### config.mk
export PLATFORM = sky130hd
export DESIGN_NAME = process_table_scheduler_top_flat
export DESIGN_NICKNAME = d
export VERILOG_FILES = /design/src/sv/ptsched_pkg.sv /design/src/sv/ptsched_if.sv /design/src/sv/process_table_scheduler_top.sv /design/src/flat_wrapper.sv
export SDC_FILE = /design/constraint.sdc
export NUM_CORES = 1
export LEC_CHECK = 0
export BUFFER_PORTS_ARGS = -buffer_cell sky130_fd_sc_hd__buf_4
export CAP_MARGIN = 10
export CORE_MARGIN = 2
export CORE_UTILIZATION = 55
export DETAILED_ROUTE_END_ITERATION = 7
export GPL_TIMING_DRIVEN = 0
export PLACE_DENSITY_LB_ADDON = 0.3
export SLEW_MARGIN = 20
export SYNTH_ARGS = -nofsm -noshare
export SYNTH_HDL_FRONTEND = slang
export SYNTH_SLANG_ARGS = --single-unit
### constraint.sdc
create_clock -name clk -period 9 [get_ports clk]
set_input_delay 0.45 -clock clk [delete_from_list [all_inputs] [get_ports clk]]
set_output_delay 0.45 -clock clk [all_outputs]
set_load 0.01 [all_outputs]
### src/sv/ptsched_pkg.sv
// Process table scheduler: shared constants, codes and types.
// Used by the channel interfaces and the top level; no dependencies.
package ptsched_pkg;

  localparam int MAX_PROCS = 16;
  localparam int PC_BITS   = 16;
  localparam int ID_W      = (MAX_PROCS > 1) ? $clog2(MAX_PROCS) : 1;
  localparam int CNT_W     = $clog2(MAX_PROCS + 1);
  localparam int QA_W      = ID_W + 2;
  localparam int QDEPTH    = 3 << ID_W;

  localparam int OP_W   = 3;
  localparam int PID_W  = 4;
  localparam int CODE_W = 16;
  localparam int RSN_W  = 2;
  localparam int NPC_W  = 16;
  localparam int ST_W   = 3;
  localparam int STAT_W = 2;
  localparam int CFG_W  = 5;

  localparam logic [OP_W-1:0] OP_CREATE   = 3'd0;
  localparam logic [OP_W-1:0] OP_DISPATCH = 3'd1;
  localparam logic [OP_W-1:0] OP_COMPLETE = 3'd2;
  localparam logic [OP_W-1:0] OP_EVENT    = 3'd3;
  localparam logic [OP_W-1:0] OP_KILL     = 3'd4;
  localparam logic [OP_W-1:0] OP_RELEASE  = 3'd5;

  localparam logic [ST_W-1:0] ST_UNALLOC = 3'd0;
  localparam logic [ST_W-1:0] ST_READY   = 3'd1;
  localparam logic [ST_W-1:0] ST_RUNNING = 3'd2;
  localparam logic [ST_W-1:0] ST_BLOCKED = 3'd3;
  localparam logic [ST_W-1:0] ST_TERM    = 3'd4;

  localparam logic [STAT_W-1:0] STAT_DONE   = 2'd0;
  localparam logic [STAT_W-1:0] STAT_NOFREE = 2'd1;
  localparam logic [STAT_W-1:0] STAT_EMPTY  = 2'd2;
  localparam logic [STAT_W-1:0] STAT_SKIP   = 2'd3;

  localparam logic [RSN_W-1:0] RSN_TERM  = 2'd0;
  localparam logic [RSN_W-1:0] RSN_SLICE = 2'd1;
  localparam logic [RSN_W-1:0] RSN_BLOCK = 2'd2;

  localparam logic [1:0] Q_FREE    = 2'd0;
  localparam logic [1:0] Q_READY   = 2'd1;
  localparam logic [1:0] Q_BLOCKED = 2'd2;

  typedef struct packed {
    logic [ST_W-1:0]    state;
    logic [CODE_W-1:0]  code;
    logic [PC_BITS-1:0] pc;
  } entry_t;

  typedef enum logic [1:0] {
    S_IDLE,
    S_POP,
    S_EXEC
  } fsm_t;

endpackage

### src/sv/ptsched_if.sv
// Request and result channel interfaces of the process table scheduler.
// Depends on ptsched_pkg for field widths.
interface ptsched_req_if import ptsched_pkg::*; ();
  logic              valid;
  logic              ready;
  logic [OP_W-1:0]   operation;
  logic [PID_W-1:0]  proc_id;
  logic [CODE_W-1:0] code_handle;
  logic [RSN_W-1:0]  finish_reason;
  logic [NPC_W-1:0]  new_pc;

  modport source (output valid, operation, proc_id, code_handle, finish_reason, new_pc,
                  input ready);
  modport sink   (input valid, operation, proc_id, code_handle, finish_reason, new_pc,
                  output ready);
endinterface

interface ptsched_rsp_if import ptsched_pkg::*; ();
  logic              valid;
  logic              ready;
  logic              ok;
  logic [PID_W-1:0]  result_id;
  logic [CODE_W-1:0] result_code;
  logic [CODE_W-1:0] result_pc;
  logic [ST_W-1:0]   entry_state;
  logic [STAT_W-1:0] status;

  modport source (output valid, ok, result_id, result_code, result_pc, entry_state, status,
                  input ready);
  modport sink   (input valid, ok, result_id, result_code, result_pc, entry_state, status,
                  output ready);
endinterface

### src/sv/process_table_scheduler_top.sv
// Process table scheduler top level: process table and three ID FIFOs in memories.
// Depends on ptsched_pkg and the channel interfaces in ptsched_if.sv.
//
// Complete, kill, release and unknown codes read the table at accept, then reach the
// result register from execute; create, dispatch and event read their FIFO at accept,
// then the table in the pop state, then reach execute, or go straight to execute with
// no table read when their FIFO is empty. One request is in work at a time: a new one
// is taken only in idle; a held result stalls the next request in execute.
// Reset and a cfg write clear the table valid bits and refill the free FIFO at once.
module process_table_scheduler_top import ptsched_pkg::*; (
  input  logic              clk,
  input  logic              rst_n,
  ptsched_req_if.sink       in_ch,
  ptsched_rsp_if.source     out_ch,
  input  logic              cfg_we,
  input  logic [CFG_W-1:0]  cfg_wdata
);

  function automatic logic [CNT_W-1:0] sat_count(input logic [CFG_W-1:0] v);
    logic [CNT_W-1:0] n;
    if (v == '0) begin
      n = CNT_W'(1);
    end else if (int'(v) > MAX_PROCS) begin
      n = CNT_W'(MAX_PROCS);
    end else begin
      n = CNT_W'(v);
    end
    return n;
  endfunction

  localparam logic [CFG_W-1:0] CFG_RESET = 5'd16;

  fsm_t state_r, state_nxt;

  // captured request
  logic [OP_W-1:0]   op_r;
  logic [PID_W-1:0]  pid_r;
  logic [CODE_W-1:0] code_r;
  logic [RSN_W-1:0]  rsn_r;
  logic [NPC_W-1:0]  npc_r;
  logic              empty_r;

  // FIFO pointers
  logic [ID_W-1:0]  head_r [3];
  logic [CNT_W-1:0] cnt_r  [3];
  logic [MAX_PROCS-1:0] fslot_vld_r;
  logic [MAX_PROCS-1:0] ent_vld_r;

  // memories
  logic [ID_W-1:0] qmem [QDEPTH];
  entry_t          tmem [MAX_PROCS];
  logic [ID_W-1:0] qrd_r;
  logic            qforce_r;
  logic [ID_W-1:0] qslot_r;
  entry_t          trd_r;
  logic            tvld_r;

  // result register
  logic              out_valid_r;
  logic              ok_r;
  logic [PID_W-1:0]  rid_r;
  logic [CODE_W-1:0] rcode_r;
  logic [CODE_W-1:0] rpc_r;
  logic [ST_W-1:0]   rst_r;
  logic [STAT_W-1:0] stat_r;

  logic acc, exec_go, is_pop_op, pop_go;
  logic [1:0]       pop_q;
  logic [ID_W-1:0]  sel_head;
  logic [CNT_W-1:0] sel_cnt;
  logic [ID_W-1:0]  fid;

  logic             trd_en;
  logic [ID_W-1:0]  trd_addr;

  // execute-stage results
  logic              x_ok;
  logic [PID_W-1:0]  x_rid;
  logic [CODE_W-1:0] x_rcode;
  logic [CODE_W-1:0] x_rpc;
  logic [ST_W-1:0]   x_rst;
  logic [STAT_W-1:0] x_stat;
  logic              tw_en;
  logic [ID_W-1:0]   tw_addr;
  entry_t            tw_data;
  logic              push_en;
  logic [1:0]        push_q;
  logic [ID_W-1:0]   push_id;

  logic [ST_W-1:0]    cur_st;
  logic [PC_BITS-1:0] cur_pc;
  logic               pid_ok;
  logic [ID_W-1:0]    pid_idx;
  logic [ST_W-1:0]    want_st;

  logic [ID_W-1:0]  ph_head;
  logic [CNT_W-1:0] ph_cnt;
  logic [CNT_W:0]   tail_sum;
  logic [ID_W-1:0]  tail;
  logic             push_go;

  assign acc     = in_ch.valid && in_ch.ready;
  assign exec_go = (state_r == S_EXEC) && (!out_valid_r || out_ch.ready);

  always_comb begin
    pop_q     = Q_FREE;
    is_pop_op = 1'b0;
    case (in_ch.operation)
      OP_CREATE: begin
        pop_q     = Q_FREE;
        is_pop_op = 1'b1;
      end
      OP_DISPATCH: begin
        pop_q     = Q_READY;
        is_pop_op = 1'b1;
      end
      OP_EVENT: begin
        pop_q     = Q_BLOCKED;
        is_pop_op = 1'b1;
      end
      default: begin
        pop_q     = Q_FREE;
        is_pop_op = 1'b0;
      end
    endcase
  end

  always_comb begin
    sel_head = '0;
    sel_cnt  = '0;
    ph_head  = '0;
    ph_cnt   = '0;
    for (int q = 0; q < 3; q++) begin
      if (pop_q == 2'(q)) begin
        sel_head = head_r[q];
        sel_cnt  = cnt_r[q];
      end
      if (push_q == 2'(q)) begin
        ph_head = head_r[q];
        ph_cnt  = cnt_r[q];
      end
    end
  end

  assign pop_go = acc && is_pop_op && (sel_cnt != '0);

  // push slot: (head + count) wrapped at the FIFO depth
  always_comb begin
    tail_sum = (CNT_W + 1)'(ph_head) + (CNT_W + 1)'(ph_cnt);
    if (int'(tail_sum) >= MAX_PROCS) begin
      tail = ID_W'(int'(tail_sum) - MAX_PROCS);
    end else begin
      tail = ID_W'(tail_sum);
    end
  end

  assign push_go = exec_go && push_en && (int'(ph_cnt) < MAX_PROCS);

  // free-FIFO slots never written since init read as their own index
  assign fid = qforce_r ? qslot_r : qrd_r;

  // FSM
  always_comb begin
    state_nxt = state_r;
    case (state_r)
      S_IDLE: begin
        if (acc) begin
          state_nxt = pop_go ? S_POP : S_EXEC;
        end
      end
      S_POP: begin
        state_nxt = S_EXEC;
      end
      S_EXEC: begin
        if (exec_go) begin
          state_nxt = S_IDLE;
        end
      end
      default: begin
        state_nxt = S_IDLE;
      end
    endcase
  end

  always_comb begin
    in_ch.ready = 1'b0;
    trd_en      = 1'b0;
    trd_addr    = fid;
    case (state_r)
      S_IDLE: begin
        in_ch.ready = 1'b1;
        trd_en      = acc && !is_pop_op;
        trd_addr    = ID_W'(in_ch.proc_id);
      end
      S_POP: begin
        trd_en   = 1'b1;
        trd_addr = fid;
      end
      default: begin
        in_ch.ready = 1'b0;
        trd_en      = 1'b0;
        trd_addr    = fid;
      end
    endcase
  end

  always_ff @(posedge clk) begin
    if (!rst_n) begin
      state_r <= S_IDLE;
    end else begin
      state_r <= state_nxt;
    end
  end

  // request capture
  always_ff @(posedge clk) begin
    if (acc) begin
      op_r    <= in_ch.operation;
      pid_r   <= in_ch.proc_id;
      code_r  <= in_ch.code_handle;
      rsn_r   <= in_ch.finish_reason;
      npc_r   <= in_ch.new_pc;
      empty_r <= (sel_cnt == '0);
    end
  end

  // FIFO memory: pop read at accept, push write at execute
  always_ff @(posedge clk) begin
    if (pop_go) begin
      qrd_r    <= qmem[{pop_q, sel_head}];
      qforce_r <= (pop_q == Q_FREE) && !fslot_vld_r[sel_head];
      qslot_r  <= sel_head;
    end
    if (push_go) begin
      qmem[{push_q, tail}] <= push_id;
    end
  end

  // process table memory
  always_ff @(posedge clk) begin
    if (trd_en) begin
      trd_r  <= tmem[trd_addr];
      tvld_r <= ent_vld_r[trd_addr];
    end
    if (exec_go && tw_en) begin
      tmem[tw_addr] <= tw_data;
    end
  end

  // pointers and valid bits
  always_ff @(posedge clk) begin
    if (!rst_n || cfg_we) begin
      for (int q = 0; q < 3; q++) begin
        head_r[q] <= '0;
        cnt_r[q]  <= '0;
      end
      cnt_r[Q_FREE] <= sat_count(rst_n ? cfg_wdata : CFG_RESET);
      fslot_vld_r   <= '0;
      ent_vld_r     <= '0;
    end else begin
      for (int q = 0; q < 3; q++) begin
        if (pop_go && pop_q == 2'(q)) begin
          head_r[q] <= (int'(head_r[q]) == MAX_PROCS - 1) ? '0 : head_r[q] + 1'b1;
          cnt_r[q]  <= cnt_r[q] - 1'b1;
        end
        if (push_go && push_q == 2'(q)) begin
          cnt_r[q] <= cnt_r[q] + 1'b1;
        end
      end
      if (push_go && push_q == Q_FREE) begin
        fslot_vld_r[tail] <= 1'b1;
      end
      if (exec_go && tw_en) begin
        ent_vld_r[tw_addr] <= 1'b1;
      end
    end
  end

  // execute: decide on the entry, its new contents and any push
  assign cur_st  = tvld_r ? trd_r.state : ST_UNALLOC;
  assign cur_pc  = tvld_r ? trd_r.pc : '0;
  assign pid_ok  = int'(pid_r) < MAX_PROCS;
  assign pid_idx = ID_W'(pid_r);
  assign want_st = (op_r == OP_DISPATCH) ? ST_READY : ST_BLOCKED;

  always_comb begin
    x_ok    = 1'b0;
    x_rid   = '0;
    x_rcode = '0;
    x_rpc   = '0;
    x_rst   = ST_UNALLOC;
    x_stat  = STAT_SKIP;
    tw_en   = 1'b0;
    tw_addr = pid_idx;
    tw_data = '{state: cur_st, code: trd_r.code, pc: cur_pc};
    push_en = 1'b0;
    push_q  = Q_READY;
    push_id = pid_idx;
    case (op_r)
      OP_CREATE: begin
        if (empty_r) begin
          x_stat = STAT_NOFREE;
        end else begin
          tw_en   = 1'b1;
          tw_addr = fid;
          tw_data = '{state: ST_READY, code: code_r, pc: '0};
          push_en = 1'b1;
          push_q  = Q_READY;
          push_id = fid;
          x_ok    = 1'b1;
          x_stat  = STAT_DONE;
          x_rid   = PID_W'(fid);
          x_rcode = code_r;
          x_rst   = ST_READY;
        end
      end
      OP_DISPATCH, OP_EVENT: begin
        if (empty_r) begin
          x_stat = STAT_EMPTY;
        end else begin
          x_rid   = PID_W'(fid);
          tw_addr = fid;
          push_id = fid;
          if (cur_st != want_st) begin
            // stale ID: dropped
            x_rst = cur_st;
          end else if (op_r == OP_DISPATCH) begin
            tw_en         = 1'b1;
            tw_data.state = ST_RUNNING;
            x_rcode       = trd_r.code;
            x_rpc         = CODE_W'(cur_pc);
            x_rst         = ST_RUNNING;
            x_ok          = 1'b1;
            x_stat        = STAT_DONE;
          end else begin
            tw_en         = 1'b1;
            tw_data.state = ST_READY;
            push_en       = 1'b1;
            push_q        = Q_READY;
            x_rst         = ST_READY;
            x_ok          = 1'b1;
            x_stat        = STAT_DONE;
          end
        end
      end
      OP_COMPLETE: begin
        x_rid = pid_r;
        if (pid_ok) begin
          x_rst = cur_st;
          if (cur_st == ST_RUNNING && rsn_r <= RSN_BLOCK) begin
            tw_en      = 1'b1;
            tw_data.pc = PC_BITS'(npc_r);
            x_ok       = 1'b1;
            x_stat     = STAT_DONE;
            case (rsn_r)
              RSN_TERM: begin
                tw_data.state = ST_TERM;
              end
              RSN_SLICE: begin
                tw_data.state = ST_READY;
                push_en       = 1'b1;
                push_q        = Q_READY;
              end
              default: begin
                tw_data.state = ST_BLOCKED;
                push_en       = 1'b1;
                push_q        = Q_BLOCKED;
              end
            endcase
            x_rst = tw_data.state;
          end
        end
      end
      OP_KILL: begin
        x_rid = pid_r;
        if (pid_ok) begin
          x_rst = cur_st;
          if (cur_st != ST_UNALLOC && cur_st != ST_TERM) begin
            tw_en         = 1'b1;
            tw_data.state = ST_TERM;
            x_rst         = ST_TERM;
            x_ok          = 1'b1;
            x_stat        = STAT_DONE;
          end
        end
      end
      OP_RELEASE: begin
        x_rid = pid_r;
        if (pid_ok) begin
          x_rst = cur_st;
          if (cur_st == ST_TERM) begin
            tw_en         = 1'b1;
            tw_data.state = ST_UNALLOC;
            push_en       = 1'b1;
            push_q        = Q_FREE;
            x_rst         = ST_UNALLOC;
            x_ok          = 1'b1;
            x_stat        = STAT_DONE;
          end
        end
      end
      default: begin
        x_stat = STAT_SKIP;
      end
    endcase
  end

  // result register
  always_ff @(posedge clk) begin
    if (!rst_n) begin
      out_valid_r <= 1'b0;
    end else if (exec_go) begin
      out_valid_r <= 1'b1;
    end else if (out_ch.ready) begin
      out_valid_r <= 1'b0;
    end
  end

  always_ff @(posedge clk) begin
    if (exec_go) begin
      ok_r    <= x_ok;
      rid_r   <= x_rid;
      rcode_r <= x_rcode;
      rpc_r   <= x_rpc;
      rst_r   <= x_rst;
      stat_r  <= x_stat;
    end
  end

  assign out_ch.valid       = out_valid_r;
  assign out_ch.ok          = ok_r;
  assign out_ch.result_id   = rid_r;
  assign out_ch.result_code = rcode_r;
  assign out_ch.result_pc   = rpc_r;
  assign out_ch.entry_state = rst_r;
  assign out_ch.status      = stat_r;

endmodule

### src/flat_wrapper.sv
// flat-port wrapper written by rule: the top's interface ports become plain ports
module process_table_scheduler_top_flat import ptsched_pkg::*;
  (clk, rst_n, cfg_we, cfg_wdata, in_ch_valid, in_ch_operation, in_ch_proc_id, in_ch_code_handle, in_ch_finish_reason, in_ch_new_pc, in_ch_ready, out_ch_valid, out_ch_ok, out_ch_result_id, out_ch_result_code, out_ch_result_pc, out_ch_entry_state, out_ch_status, out_ch_ready);
  ptsched_req_if in_ch_i ();
  ptsched_rsp_if out_ch_i ();
  input  logic clk;
  input  logic rst_n;
  input  logic cfg_we;
  input  logic [CFG_W-1:0] cfg_wdata;
  input wire logic [$bits(in_ch_i.valid)-1:0] in_ch_valid;
  input wire logic [$bits(in_ch_i.operation)-1:0] in_ch_operation;
  input wire logic [$bits(in_ch_i.proc_id)-1:0] in_ch_proc_id;
  input wire logic [$bits(in_ch_i.code_handle)-1:0] in_ch_code_handle;
  input wire logic [$bits(in_ch_i.finish_reason)-1:0] in_ch_finish_reason;
  input wire logic [$bits(in_ch_i.new_pc)-1:0] in_ch_new_pc;
  output wire logic [$bits(in_ch_i.ready)-1:0] in_ch_ready;
  output wire logic [$bits(out_ch_i.valid)-1:0] out_ch_valid;
  output wire logic [$bits(out_ch_i.ok)-1:0] out_ch_ok;
  output wire logic [$bits(out_ch_i.result_id)-1:0] out_ch_result_id;
  output wire logic [$bits(out_ch_i.result_code)-1:0] out_ch_result_code;
  output wire logic [$bits(out_ch_i.result_pc)-1:0] out_ch_result_pc;
  output wire logic [$bits(out_ch_i.entry_state)-1:0] out_ch_entry_state;
  output wire logic [$bits(out_ch_i.status)-1:0] out_ch_status;
  input wire logic [$bits(out_ch_i.ready)-1:0] out_ch_ready;
  assign in_ch_i.valid = in_ch_valid;
  assign in_ch_i.operation = in_ch_operation;
  assign in_ch_i.proc_id = in_ch_proc_id;
  assign in_ch_i.code_handle = in_ch_code_handle;
  assign in_ch_i.finish_reason = in_ch_finish_reason;
  assign in_ch_i.new_pc = in_ch_new_pc;
  assign in_ch_ready = in_ch_i.ready;
  assign out_ch_valid = out_ch_i.valid;
  assign out_ch_ok = out_ch_i.ok;
  assign out_ch_result_id = out_ch_i.result_id;
  assign out_ch_result_code = out_ch_i.result_code;
  assign out_ch_result_pc = out_ch_i.result_pc;
  assign out_ch_entry_state = out_ch_i.entry_state;
  assign out_ch_status = out_ch_i.status;
  assign out_ch_i.ready = out_ch_ready;
  process_table_scheduler_top u_core (.clk(clk), .rst_n(rst_n), .in_ch(in_ch_i), .out_ch(out_ch_i), .cfg_we(cfg_we), .cfg_wdata(cfg_wdata));
endmodule
* Word-level counts from Yosys, hierarchy flattened
Memory sizes are Yosys's and may differ from the RTL's. A register that Yosys moved wholly into a read port is not among the register bits.
Cells that the tools add are included.
** Storage, ports and cells
- Bits in latches :: 0
- Bits in registers :: 125
- Memory bits (writable) :: 779
- Memories kept :: 4
- ROM bits :: 0
** Memories
- u_core.tmem :: words 16, bits a word 35, rd ports 1, clocked after Yosys merged registers in 1, write ports 1, RTL line process_table_scheduler_top.sv:51 : entry_t tmem [MAX_PROCS];
- u_core.qmem :: words 48, bits a word 4, rd ports 1, clocked after Yosys merged registers in 1, write ports 1, RTL line process_table_scheduler_top.sv:50 : logic [ID_W-1:0] qmem [QDEPTH];
- u_core.cnt_r :: words 3, bits a word 5, rd ports 3, clocked after Yosys merged registers in 0, write ports 3, RTL line process_table_scheduler_top.sv:45 : logic [CNT_W-1:0] cnt_r [3];
- u_core.head_r :: words 3, bits a word 4, rd ports 3, clocked after Yosys merged registers in 0, write ports 3, RTL line process_table_scheduler_top.sv:44 : logic [ID_W-1:0] head_r [3];
** Cells by class
- $mul :: 0
- Muxes and demuxes :: 125
- Equality and inequality tests :: 23
- Reduce and logical (&&, ||, !) cells :: 43
- Order comparisons :: 10
- Divide/modulo/power cells :: 0
- Shift-type cells :: 0
- Add/subtract/negate cells :: 11
- Bitwise operators :: 14
** Operator list (number)
- $mux 16 :: 7
- $mux 5 :: 17
- $mux 4 :: 18
- $pmux 16 s2 :: 2
- $mux 1 :: 46
- $mux 35 :: 1
- $or 16x16->16 :: 2
- $pmux 3 s5 :: 2
- $mux 2 :: 12
- $mux 3 :: 7
- $lt 4x5->1 const B :: 4
- $logic_and 1x1->1 :: 19
- $add 5x1->5 const B :: 3
- $sub 5x1->5 const B :: 3
- $add 4x1->4 const B :: 3
- $eq 3x2->1 const B :: 4
- $eq 4x1->1 const B :: 3
- $logic_not 5->1 :: 2
- $or 1x1->1 :: 10
- $pmux 2 s5 :: 1
- $eq 3x3->1 const B :: 3
- $reduce_or 3->1 :: 3
- $bmux 1 s4 :: 2
- $demux 1 s4 :: 2
- 31 further kinds :: 50

* Depth between registers and ports, before layout
- Depth in word-level cells :: 17
- Gate-level depth with buffers :: 17
- Gate-level depth less buffers :: 14

* Worst setup path before layout
Ideal clock, no wire load.
- Path kind :: in2reg
- From :: input port out_ch_ready
- To :: memory u_core.tmem[15][0] (netlist name) (enable)
- Arrival time :: 4.644 ns
- Slack :: 3.927 ns
- Path buffers :: 0
- Stages :: 5
- Data required time :: 8.571 ns
- Cells stage by stage :: nand2b_1 -> nor2b_1 -> and2_1 -> nand3_1 -> nor2_1
** On the way
- Longest elaborated chain between the ends :: 5
** RTL lines
- start, declared :: RTL line flat_wrapper.sv:24 : input wire logic [$bits(out_ch_i.ready)-1:0] out_ch_ready;
- $logic_or 1x1->1 :: RTL line process_table_scheduler_top.sv:103 : assign exec_go = (state_r == S_EXEC) && (!out_valid_r || out_ch.ready);
- $logic_and 1x1->1 :: RTL line process_table_scheduler_top.sv:103
- net u_core.exec_go :: RTL line process_table_scheduler_top.sv:67 : logic acc, exec_go, is_pop_op, pop_go;
- $logic_and 1x1->1 :: RTL line process_table_scheduler_top.sv:245 : if (exec_go && tw_en) begin
- $mux 1 :: RTL line process_table_scheduler_top.sv:245
- $mux 1 (not written as such) :: RTL line process_table_scheduler_top.sv:246 : tmem[tw_addr] <= tw_data;
- end, declared :: RTL line process_table_scheduler_top.sv:51
The timed path passes the listed nets, and every way through them passes these cells.

* Worst setup path after layout
- From :: register u_core.op_r[1]
- To :: memory u_core.qmem[35][0] (netlist name) (enable)
** On the way
- Longest elaborated chain between the ends :: 10
- Elaborated cells on any way between the ends :: 31
- Those cells by class :: add/sub (2); order compare (2); eq/ne (7); mux (15); reduce/logical (5)
** RTL lines
- start, declared :: RTL line process_table_scheduler_top.sv:36 : logic [OP_W-1:0] op_r;
- start signal, assigned :: RTL line process_table_scheduler_top.sv:218 : op_r <= in_ch.operation;
- branches (longest 10 deep; another with $add 4x5->6)
- end, declared :: RTL line process_table_scheduler_top.sv:50
Parallel ways; which one is timed is not known.

==> impl_results.md <==
- Status: finished clean
- Crit path max fanout: 10
- CP Capture Type: register
- Antenna diodes: 0
- Max_slew headroom: 0.253
- Worst-skew pair later-pin latency: about 660 ps
- Post-synth cell types: 79
- Reg2reg end: u_core.qmem[35][0]$_DFFE_PP_
- Gr ovfl total: 0
- Crit share post-route: 0.563
- Die Y: 267 um
- CTS clk-pin slew, worst paths: 60 ps
- Max Clk Rate: around 200 MHz
- Dpl cell area: 41,100 um^2
- Syn nets: 2,251
- Cts hold-fix bufs: 38
- Fin area: 44,500 um^2
- Post-DRT Antenna Nets: 0
- R2r worst-path depth: 14
- WL final: 97.4 mm
- Post-layout util: 0.651
- Post-synthesis adder-cell area fraction: 0.00560
- Initial DRT Pass Iterations: 6
- Worst-Margin Slew: 1120 ps
- Crit path arrival time: 5360 ps
- M1 GR Usage: 0.365
- M3 GR Usage: 0.0583
- Tmin final: 5070 ps
- GR Util met2: 0.451
- GRT Max-Usage Layer: met2
- Worst Path Required: 9290 ps
- Cells after Synth: around 2,200
- CP startpoint kind: register
- Post-synth ARST share: 0
- Core box area: 68,500 um^2
- Synth Area per Inst: 17.4 um^2
- CTS Root Cell: clkbuf_16
- Yosys warnings: 0
- Compound-Gate Fraction of Synth Area: 0.0602
- Sequential share of the synthesized area: 0.736
- Area grow syn2layout: 17.2%
- Initial Util: 0.555
- Global-route wire length before repair: 143 mm
- Worst Hold Class: primary input to register
- Xor/xnor share of the synthesized area: 0.00369
- Share of layout cells above drive strength 1: 0.223
- Vias in the first global route: 22,544
- Max Root-Sink Buffers: 3
- CTS Buf Count: 93
- WL per Instance: 28.5 um
- Simple-Gate Fraction of Synth Area: 0.0614
- WS Path Type: register to register
- H-tree levels: 3
- Largest net degree at the start of global routing: 53
- Drt drc: 0
- CP endpoint: u_core.qmem[35][0]$_DFFE_PP_
- HPWL after DPL: between 60 and 70 mm
- Top_reg_cell synth: edfxtp_1
- Post-synth EDFFs: 908
- Vias post-DR: 22,104
- Antenna violations before repair: 0
- Top cell type's share of synthesized area: 0.717
- Post-Synthesis Cell Area: 38,000 um^2
- Main combinational cell family by area after synthesis: multiplexers
- Most common cell after layout, fill and taps aside: edfxtp_1
- RSZ-0062 raised after global routing: no
- Final setup viols: 0
- Max-cap violations: 0
- Placed cells: 3,207
- IO Port Bufs: 94
- IO Count: 95
- Peak VDD IR: around 0.18 mV
- Mux share of post-synthesis cell area: 0.115
- Final setup TNS: 0 ps
- Post-cts resize count: 0
- Beginning of the critical path: u_core.op_r[1]$_DFFE_PP_
- Clock sink total: 943
- Commonest non-fill, non-tap cells in the layout: edfxtp_1, nand2_1, mux4_2
- Layout Cells excl Fill: 3,416
- Via density per instance: 6.47
- Slew Viols, Final: 0
- Placer congestion estimate: about 0.96
- DR iter-0 viols: 2,824
- PD cells: 221 nW/um^2
- Yosys top cell by area: edfxtp_1
- Post-layout net count: around 2,500
- Die Wd: 267 um
- Pleak: 14.8 nW
- Flops & latches, synth: ~940
- Clock Skew: 33.2 ps
- Post-CTS setup repair buffer count: 0
- # rows: 96
- Total track usage: 0.277
- Final Hold Vio Count: 0
- FF-to-FF setup slack: 3930 ps
- RR Startpoint: u_core.op_r[1]$_DFFE_PP_
- Die area: 71,200 um^2
- Largest cells by area after synthesis: edfxtp_1, mux4_2, dfxtp_1
- CTS tree: built
worst min path at each step:
stage                                   startpoint  slack (ps)  cells past startpoint                             endpoint
2_1_floorplan  u_core.fslot_vld_r[10]$_SDFFE_PP0N_         420                      2  u_core.fslot_vld_r[10]$_SDFFE_PP0N_
3_3_place_gp   u_core.fslot_vld_r[10]$_SDFFE_PP0N_         430                      2  u_core.fslot_vld_r[10]$_SDFFE_PP0N_
3_5_place_dp    u_core.fslot_vld_r[2]$_SDFFE_PP0N_         450                      2   u_core.fslot_vld_r[2]$_SDFFE_PP0N_
4_1_cts                         in_ch_operation[2]          30                      1             u_core.op_r[2]$_DFFE_PP_
5_1_grt                         in_ch_operation[2]          30                      1             u_core.op_r[2]$_DFFE_PP_
6_report                        in_ch_operation[2]          50                      1             u_core.op_r[2]$_DFFE_PP_
kinds of logic after synthesis:
logic type | Yosys count
and+or+nand+nor | 483
DFF | 943
adders and majority gates | 16
buffers and inverters | 155
xor gates and xnor gates | 16
muxes | 237
AOI/OAI and AO/OA | 335
registers in the layout (all words and copies together), names as in the netlist, 12 cells and up:
| name | cells |
|---|---|
| u_core.tmem | 560 |
| u_core.qmem | 192 |
| u_core.trd_r | 35 |
| u_core.code_r | 16 |
| u_core.ent_vld_r | 16 |
| u_core.fslot_vld_r | 16 |
| u_core.npc_r | 16 |
| u_core.out_ch.result_code | 16 |
| u_core.out_ch.result_pc | 16 |
| u_core.cnt_r | 15 |
| u_core.head_r | 12 |
area by class of cell:
class                           count  area, um^2
Buffer                            124         568
Clock buffer                      117        2480
Clock inverter                     54         583
Fill cell                        4542       23900
Inverter                           31         119
Multi-Input combinational cell   1087        9530
Sequential cell                   943       28000
Tap cell                          882        1100
Timing Repair Buffer              178        2190
routing by layer:
layer	up-vias	wire, um
met3	249	9340
met2	1319	47500
met1	11246	36500
met5	-	0
met4	0	4090
li1	9290	-
metrics by stage:
stage	hold slack, ps	total power [mW]	worst slack [ps]
global route	31.6	10.1	3700
floorplan	420	5.63	3930
CTS	25.4	9.85	4020
detailed placement	446	6.00	4020
finish	49.3	9.84	3930
global placement	432	5.94	-516
power breakdown:
group          internal, mW  leakage, nW  switching (mW)
logic                 0.337         4.74           0.589
registers              4.96         8.61          0.0404
clock network          2.25         1.49            1.66
total                  7.55         14.8            2.29
critical path: stages (launching register included):
cell and delay, ps:
edfxtp_1 360, buf_4 200, nor3b_4 430, and4_1 350, buf_2 280, nor2_1 140, a21oi_1 250, ha_1 230
inv_1 70, fa_1 460, xor2_1 380, nand2_1 150, or2_2 300, buf_1 360, nor4_1 770
cell usage after synthesis (all sizes together) (25+ instances only):
library cell	n
mux4	158
buf	59
o21ai	48
mux2	26
dfxtp	35
nand3	37
a21oi	98
nand2	160
a22o	31
a211oi	42
clkbuf	65
inv	31
mux2i	53
nor2	128
nor2b	42
edfxtp	908
and3	25
Power figures use the tool's default switching activity.
